[config.mk]
export PLATFORM = sky130hd
export DESIGN_NAME = hhch_ctrl
export DESIGN_NICKNAME = d
export VERILOG_FILES = /design/src/design/hhch_pkg.sv /design/src/design/hhch_ctrl.sv
export SDC_FILE = /design/constraint.sdc
export NUM_CORES = 1
export LEC_CHECK = 0
export ABC_AREA = 1
export BUFFER_PORTS_ARGS = -buffer_cell sky130_fd_sc_hd__buf_2
export CORE_ASPECT_RATIO = 0.75
export CORE_MARGIN = 1.5
export CORE_UTILIZATION = 34
export CTS_BUF_LIST = sky130_fd_sc_hd__clkbuf_8
export CTS_CLUSTER_DIAMETER = 60
export DETAILED_ROUTE_END_ITERATION = 10
export MAX_ROUTING_LAYER = met4
export SLEW_MARGIN = 20
export SYNTH_ARGS = -nofsm -noshare
export SYNTH_HDL_FRONTEND = slang
export SYNTH_SLANG_ARGS = --single-unit
[constraint.sdc]
create_clock -name clk -period 1.55 [get_ports clk]
set_input_delay 0 -clock clk [delete_from_list [all_inputs] [get_ports clk]]
set_output_delay 0 -clock clk [all_outputs]
set_load 0.02 [all_outputs]
[src/design/hhch_pkg.sv]
// Package: shared constants, types, and AES/Haraka helper functions.
package hhch_pkg;

  localparam int HeaderBytes = 140;
  localparam int RoundCount  = 5;
  localparam int NWords      = (HeaderBytes + 3) / 4;
  localparam int KeyFirst    = 108;
  localparam int KeyEnd      = 140;
  localparam int PassCount   = RoundCount * 2;
  localparam int PosW        = 6;
  localparam int PassW       = 4;

  typedef enum logic [1:0] {
    ST_LOAD,
    ST_ROUND,
    ST_FINISH
  } ctrl_state_t;

  // Controller to datapath
  typedef struct packed {
    logic             load_word;
    logic [PosW-1:0]  pos;
    logic             start_comp;
    logic             do_pass;
    logic [PassW-1:0] pass_idx;
    logic             finish;
  } dp_cmd_t;

  typedef logic [7:0] sbox_t [256];

  localparam sbox_t Sbox = '{
    8'h63,8'h7c,8'h77,8'h7b,8'hf2,8'h6b,8'h6f,8'hc5,8'h30,8'h01,8'h67,8'h2b,8'hfe,8'hd7,8'hab,8'h76,
    8'hca,8'h82,8'hc9,8'h7d,8'hfa,8'h59,8'h47,8'hf0,8'had,8'hd4,8'ha2,8'haf,8'h9c,8'ha4,8'h72,8'hc0,
    8'hb7,8'hfd,8'h93,8'h26,8'h36,8'h3f,8'hf7,8'hcc,8'h34,8'ha5,8'he5,8'hf1,8'h71,8'hd8,8'h31,8'h15,
    8'h04,8'hc7,8'h23,8'hc3,8'h18,8'h96,8'h05,8'h9a,8'h07,8'h12,8'h80,8'he2,8'heb,8'h27,8'hb2,8'h75,
    8'h09,8'h83,8'h2c,8'h1a,8'h1b,8'h6e,8'h5a,8'ha0,8'h52,8'h3b,8'hd6,8'hb3,8'h29,8'he3,8'h2f,8'h84,
    8'h53,8'hd1,8'h00,8'hed,8'h20,8'hfc,8'hb1,8'h5b,8'h6a,8'hcb,8'hbe,8'h39,8'h4a,8'h4c,8'h58,8'hcf,
    8'hd0,8'hef,8'haa,8'hfb,8'h43,8'h4d,8'h33,8'h85,8'h45,8'hf9,8'h02,8'h7f,8'h50,8'h3c,8'h9f,8'ha8,
    8'h51,8'ha3,8'h40,8'h8f,8'h92,8'h9d,8'h38,8'hf5,8'hbc,8'hb6,8'hda,8'h21,8'h10,8'hff,8'hf3,8'hd2,
    8'hcd,8'h0c,8'h13,8'hec,8'h5f,8'h97,8'h44,8'h17,8'hc4,8'ha7,8'h7e,8'h3d,8'h64,8'h5d,8'h19,8'h73,
    8'h60,8'h81,8'h4f,8'hdc,8'h22,8'h2a,8'h90,8'h88,8'h46,8'hee,8'hb8,8'h14,8'hde,8'h5e,8'h0b,8'hdb,
    8'he0,8'h32,8'h3a,8'h0a,8'h49,8'h06,8'h24,8'h5c,8'hc2,8'hd3,8'hac,8'h62,8'h91,8'h95,8'he4,8'h79,
    8'he7,8'hc8,8'h37,8'h6d,8'h8d,8'hd5,8'h4e,8'ha9,8'h6c,8'h56,8'hf4,8'hea,8'h65,8'h7a,8'hae,8'h08,
    8'hba,8'h78,8'h25,8'h2e,8'h1c,8'ha6,8'hb4,8'hc6,8'he8,8'hdd,8'h74,8'h1f,8'h4b,8'hbd,8'h8b,8'h8a,
    8'h70,8'h3e,8'hb5,8'h66,8'h48,8'h03,8'hf6,8'h0e,8'h61,8'h35,8'h57,8'hb9,8'h86,8'hc1,8'h1d,8'h9e,
    8'he1,8'hf8,8'h98,8'h11,8'h69,8'hd9,8'h8e,8'h94,8'h9b,8'h1e,8'h87,8'he9,8'hce,8'h55,8'h28,8'hdf,
    8'h8c,8'ha1,8'h89,8'h0d,8'hbf,8'he6,8'h42,8'h68,8'h41,8'h99,8'h2d,8'h0f,8'hb0,8'h54,8'hbb,8'h16
  };

  // Round constants as 128-bit words, dword 0 (bytes 0..3) in bits 31:0.
  typedef logic [127:0] ktab_t [40];

  localparam ktab_t Ktab = '{
    {32'h0684704c,32'he620c00a,32'hb2c5fef0,32'h75817b9d},
    {32'h8b66b4e1,32'h88f3a06b,32'h640f6ba4,32'h2f08f717},
    {32'h3402de2d,32'h53f28498,32'hcf029d60,32'h9f029114},
    {32'h0ed6eae6,32'h2e7b4f08,32'hbbf3bcaf,32'hfd5b4f79},
    {32'hcbcfb0cb,32'h4872448b,32'h79eecd1c,32'hbe397044},
    {32'h7eeacdee,32'h6e9032b7,32'h8d5335ed,32'h2b8a057b},
    {32'h67c28f43,32'h5e2e7cd0,32'he2412761,32'hda4fef1b},
    {32'h2924d9b0,32'hafcacc07,32'h675ffde2,32'h1fc70b3b},
    {32'hab4d63f1,32'he6867fe9,32'hecdb8fca,32'hb9d465ee},
    {32'h1c30bf84,32'hd4b7cd64,32'h5b2a404f,32'had037e33},
    {32'hb2cc0bb9,32'h941723bf,32'h69028b2e,32'h8df69800},
    {32'hfa0478a6,32'hde6f5572,32'h4aaa9ec8,32'h5c9d2d8a},
    {32'hdfb49f2b,32'h6b772a12,32'h0efa4f2e,32'h29129fd4},
    {32'h1ea10344,32'hf449a236,32'h32d611ae,32'hbb6a12ee},
    {32'haf044988,32'h4b050084,32'h5f9600c9,32'h9ca8eca6},
    {32'h21025ed8,32'h9d199c4f,32'h78a2c7e3,32'h27e593ec},
    {32'hbf3aaaf8,32'ha759c9b7,32'hb9282ecd,32'h82d40173},
    {32'h6260700d,32'h6186b017,32'h37f2efd9,32'h10307d6b},
    {32'h5aca45c2,32'h21300443,32'h81c29153,32'hf6fc9ac6},
    {32'h9223973c,32'h226b68bb,32'h2caf92e8,32'h36d1943a},
    {32'hd3bf9238,32'h225886eb,32'h6cbab958,32'he51071b4},
    {32'hdb863ce5,32'haef0c677,32'h933dfddd,32'h24e1128d},
    {32'hbb606268,32'hffeba09c,32'h83e48de3,32'hcb2212b1},
    {32'h734bd3dc,32'he2e4d19c,32'h2db91a4e,32'hc72bf77d},
    {32'h43bb47c3,32'h61301b43,32'h4b1415c4,32'h2cb3924e},
    {32'hdba775a8,32'he707eff6,32'h03b231dd,32'h16eb6899},
    {32'h6df3614b,32'h3c755977,32'h8e5e2302,32'h7eca472c},
    {32'hcda75a17,32'hd6de7d77,32'h6d1be5b9,32'hb88617f9},
    {32'hec6b43f0,32'h6ba8e9aa,32'h9d6c069d,32'ha946ee5d},
    {32'hcb1e6950,32'hf957332b,32'ha2531159,32'h3bf327c1},
    {32'h2cee0c75,32'h00da619c,32'he4ed0353,32'h600ed0d9},
    {32'hf0b1a5a1,32'h96e90cab,32'h80bbbabc,32'h63a4a350},
    {32'hae3db102,32'h5e962988,32'hab0dde30,32'h938dca39},
    {32'h17bb8f38,32'hd554a40b,32'h8814f3a8,32'h2e75b442},
    {32'h34bb8a5b,32'h5f427fd7,32'haeb6b779,32'h360a16f6},
    {32'h26f65241,32'hcbe55438,32'h43ce5918,32'hffbaafde},
    {32'h4ce99a54,32'hb9f3026a,32'ha2ca9cf7,32'h839ec978},
    {32'hae51a51a,32'h1bdff7be,32'h40c06e28,32'h22901235},
    {32'ha0c1613c,32'hba7ed22b,32'hc173bc0f,32'h48a659cf},
    {32'h756acc03,32'h02288288,32'h4ad6bdfd,32'he9c59da1}
  };

  function automatic logic [7:0] xtime(input logic [7:0] x);
    xtime = {x[6:0], 1'b0} ^ (x[7] ? 8'h1b : 8'h00);
  endfunction

  // One AES encryption round; byte n of the state in bits 8n+7:8n.
  function automatic logic [127:0] aes_round(input logic [127:0] s, input logic [127:0] k);
    logic [7:0]   t [16];
    logic [7:0]   a0, a1, a2, a3;
    logic [127:0] o;
    for (int c = 0; c < 4; c++) begin
      for (int r = 0; r < 4; r++) begin
        t[r + 4*c] = Sbox[s[8*(r + 4*((c + r) % 4)) +: 8]];
      end
    end
    for (int c = 0; c < 4; c++) begin
      a0 = t[4*c]; a1 = t[4*c+1]; a2 = t[4*c+2]; a3 = t[4*c+3];
      o[8*(4*c)   +: 8] = xtime(a0) ^ xtime(a1) ^ a1 ^ a2 ^ a3;
      o[8*(4*c+1) +: 8] = a0 ^ xtime(a1) ^ xtime(a2) ^ a2 ^ a3;
      o[8*(4*c+2) +: 8] = a0 ^ a1 ^ xtime(a2) ^ xtime(a3) ^ a3;
      o[8*(4*c+3) +: 8] = xtime(a0) ^ a0 ^ a1 ^ a2 ^ xtime(a3);
    end
    aes_round = o ^ k;
  endfunction

  // Dword interleave: low half a0 b0 a1 b1, high half a2 b2 a3 b3.
  function automatic logic [127:0] interleave(input logic [127:0] a, input logic [127:0] b,
                                              input logic high);
    logic [63:0] ah, bh;
    ah = high ? a[127:64] : a[63:0];
    bh = high ? b[127:64] : b[63:0];
    interleave = {bh[63:32], ah[63:32], bh[31:0], ah[31:0]};
  endfunction

endpackage

[src/design/hhch_ctrl.sv]
// Controller: word position tracking and compression sequencing.
module hhch_ctrl (
  input  logic                     clk,
  input  logic                     rst,
  input  logic                     in_valid,
  input  logic                     frame_start,
  output logic                     in_ready,
  input  logic                     out_full,
  output hhch_pkg::dp_cmd_t        cmd
);

  hhch_pkg::ctrl_state_t state, state_next;
  logic [hhch_pkg::PosW-1:0]  word_position;
  logic [hhch_pkg::PosW-1:0]  pos;
  logic [hhch_pkg::PassW-1:0] pass_cnt;
  logic                       accept;
  logic                       chunk_end;

  always_comb begin
    pos = frame_start ? '0 : word_position;
    if (pos >= hhch_pkg::PosW'(hhch_pkg::NWords)) pos = '0;
  end

  assign in_ready  = (state == hhch_pkg::ST_LOAD) && !out_full;
  assign accept    = in_valid && in_ready;
  assign chunk_end = (pos == hhch_pkg::PosW'(hhch_pkg::NWords - 1)) || (pos[3:0] == 4'hf);

  always_comb begin
    state_next = state;
    case (state)
      hhch_pkg::ST_LOAD: begin
        if (accept && chunk_end) state_next = hhch_pkg::ST_ROUND;
      end
      hhch_pkg::ST_ROUND: begin
        if (pass_cnt == hhch_pkg::PassW'(hhch_pkg::PassCount - 1)) begin
          state_next = hhch_pkg::ST_FINISH;
        end
      end
      hhch_pkg::ST_FINISH: state_next = hhch_pkg::ST_LOAD;
      default: state_next = hhch_pkg::ST_LOAD;
    endcase
  end

  always_comb begin
    cmd            = '0;
    cmd.pos        = pos;
    cmd.pass_idx   = pass_cnt;
    cmd.load_word  = accept;
    cmd.start_comp = accept && chunk_end;
    cmd.do_pass    = (state == hhch_pkg::ST_ROUND);
    cmd.finish     = (state == hhch_pkg::ST_FINISH);
  end

  always_ff @(posedge clk) begin
    if (rst) begin
      state         <= hhch_pkg::ST_LOAD;
      word_position <= '0;
      pass_cnt      <= '0;
    end else begin
      state <= state_next;
      if (accept) begin
        word_position <= (pos == hhch_pkg::PosW'(hhch_pkg::NWords - 1)) ? '0 : pos + 1'b1;
      end
      if (state == hhch_pkg::ST_ROUND) pass_cnt <= pass_cnt + 1'b1;
      else pass_cnt <= '0;
    end
  end

endmodule

==> qor.csv <==
metric,value,unit
outcome,"complete, but fails checks",
clock sink count,12,
DR vias/cell,4.78,
Placer Congestion,0.887,
GRT Util Overall,16.6,%
P per Cell Area,632,mW/mm2
initial antenna violation count,0,
Initial Util,36.2,%
skew final,0.00352,ns
"Seq/Total Area, Yosys",32.7,%
max incr delay on CP,0.33,ns
# port buffers,19,
final setup vio count,7,
first-pass GRT wire length,3.00,mm
"Slew Viols, Final",0,
largest net degree at the start of global routing,9,
Sw Share,22.0,%
Area contributors post-synth,"dfxtp_1, nand3_2, nand2_1, ha_1, inv_1",
drt first pass iters,4,
Slew @ Worst Pin,0.203,ns
"EDFF count, synth",0,
htree depth,1,
DRC violations left,0,
vias in the first global route,737,
YS warnings,0,
Tmin final,1.72,ns
top-count cell post-synth,nand2_1,
post-synthesis area per instance,7.28,um2
clock share of power,48.6,%
Sw Pwr,0.157,mW
clock latency at the later pin of the worst-skew pair,0.24,ns
Cells after Synth,101,
die area,0.00245,mm2
max_slew headroom,86.4,%
top-area cell type share of the netlist area,32.7,%
CTS tree,built,
crit path max-delay cell type,dfxtp_2,
Setup crit start kind,flop,
Hold WS,0.0298,ns
clock root cell,clkbuf_8,
min-delay worst type,input pin to flop,
Int Pwr,0.554,mW
Main synth FF type,dfxtp_1,
layout net count,149,
CTS Buf Count,3,
RSZ-0062 raised after global routing,yes,
Synth area leader,dfxtp_1,
IO Pins,20,
Placeable Area,0.00203,mm2
global route total overflow,0,
Worst Setup Path Type,flop to output port,
Comb pwr share,7.4,%
clock slew at reported path FFs,0.05,ns
synthesized flop and latch total,12,
diode count,0,
Peak supply drop,0.529,mV
final hold vios,0,
cell-by-cell listing of the critical path,o21ai_2 -> nand3_2 -> nand2_2 -> and3_4 -> ha_4 -> nand2_2 -> inv_2 -> nand3_4 -> nand2_2 -> nand2_2 -> inv_2 -> buf_6,
most frequent CP cell,nand2_2,
placed cells,151,
Max Clk Rate,580,MHz
crit end category,output port,
Post-CTS Hold Fix Bufs,0,
Final Cycle Share,111,%
share of layout cells above drive strength 1,58.3,%
row cnt,14,
wire per inst,11.8,um
asr flop ratio synth,0,%
Max clock buf depth,2,
Leak,0.560,nW
Max-cap violations,0,
WP data arrival,1.72,ns
1st-iter DRT viols,19,
Worst Path Required,1.55,ns
post-route setup slack,-0.173,ns
Routed Antenna Nets,0,
synth cell count leaders,"nand2_1, dfxtp_1, inv_1",
P&R area growth vs syn,52.9,%
crit path max fanout,3,
die height,43.3,um
post-synthesis net count,110,
Synth Cell Area,736,um2
failing checks,setup timing,
detailed placement HPWL,1.31,mm
chip width,56.7,um
Post-Layout Cell Count,163,
Unique masters post-synth,22,
register share of total power,44.1,%
final WL,1.93,mm
vias,779,
-- power by group through the flow --
stage | Sequential [mW] | Combinational, mW | Clock, mW
CTS | 0.313 | 0.0451 | 0.355
floorplan | 0.319 | 0.0287 | 0
global route | 0.313 | 0.0574 | 0.365
finish | 0.313 | 0.0524 | 0.345
global placement | 0.319 | 0.0433 | 0
detailed placement | 0.320 | 0.0429 | 0
-- path summary, 6_finish.rpt --
kind	startpoint	end	slack, ns	depth (start not counted)
setup / recovery	word_position[3]$_SDFFE_PP0P_	cmd[6]	-0.17	12
setup reg to reg	word_position[3]$_SDFFE_PP0P_	word_position[2]$_SDFFE_PP0P_	-0.12	11
hold reg to reg	pass_cnt[0]$_SDFF_PP0_	pass_cnt[0]$_SDFF_PP0_	0.48	1
hold / removal	rst	word_position[0]$_SDFFE_PP0P_	0.03	2
-- through the flow --
| stage | total power, mW | TNS, ns | setup slack, ns | area [um2] | util (%) |
|---|---|---|---|---|---|
| after global placement | 0.363 | -0.155 | -0.0621 | 921 | 45.3 |
| after detailed placement | 0.362 | -0.517 | -0.124 | 921 | 45.3 |
| after CTS | 0.713 | -0.319 | -0.169 | 1040 | 51.3 |
| final | 0.711 | -0.437 | -0.173 | 1120 | 55.4 |
| after floorplan | 0.348 | -0.00480 | -0.00480 | 739 | - |
| after global routing | 0.736 | -0.843 | -0.234 | 1120 | 55.4 |
-- placed cells by master (no fill, tap or decap), types with 2 or more instances in the layout --
cell      synthesis  layout
nand3_2           6       5
nand3_4           0       2
nand3_1           8       7
o21ai_0           3       2
buf_2             0      18
buf_6             0       2
a21oi_1           7       6
inv_1            11       8
ha_4              0       2
clkbuf_8          0       4
a21oi_2           1       2
buf_4             2      17
nand2_1          14      12
dfxtp_1          12       7
nand2_2           6       7
dfxtp_2           0       5
nand4_1           2       2
nor2_2            2       3
ha_1              4       2
nor2_1           10       9
inv_2             5       8
-- worst max-delay path: cells and delay by family, from the launching register on --
family,cells,cell delay [ns]
and+or+nand+nor,7,0.63
DFF,1,0.33
buffers and inverters,3,0.21
AOI/OAI and AO/OA,1,0.19
adders and majority gates,1,0.13
-- flip-flops by register name, summed over array words and instances, names as in the netlist --
| register | flops |
|---|---|
| word_position | 6 |
| pass_cnt | 4 |
| state | 2 |
-- cells by family after synthesis --
group           count (synthesis)  synth area share, %
flops                          12                 32.7
buf+inv                        20                 11.4
compound gates                 12                 9.01
fa+ha+maj                       4                 6.80
simple gates                   51                 37.8
xor+xnor                        2                 2.38
-- area by class of cell --
cell class / instances / area [um2]
multi-input combinational: 69 / 488
tap: 24 / 30.0
timing repair buffer: 37 / 240
inverter: 17 / 65.1
sequential: 12 / 246
clock buffer: 4 / 55.1
fill: 181 / 907
-- what timing repair did --
action	4_1_cts	5_1_grt
pin swaps	5	10
endpoints found under the setup margin	7	7
gates resized for setup	10	15
setup buffers	4	4
-- layer usage --
metal  wire [um]  track usage [%]  vias to the layer above
li1            -                -                      397
met3         110             4.88                        2
met5           0                -                        -
met1         872             18.9                      357
met2         938             27.2                       23
met4          10             7.14                        0
Power figures use the tool's default switching activity.
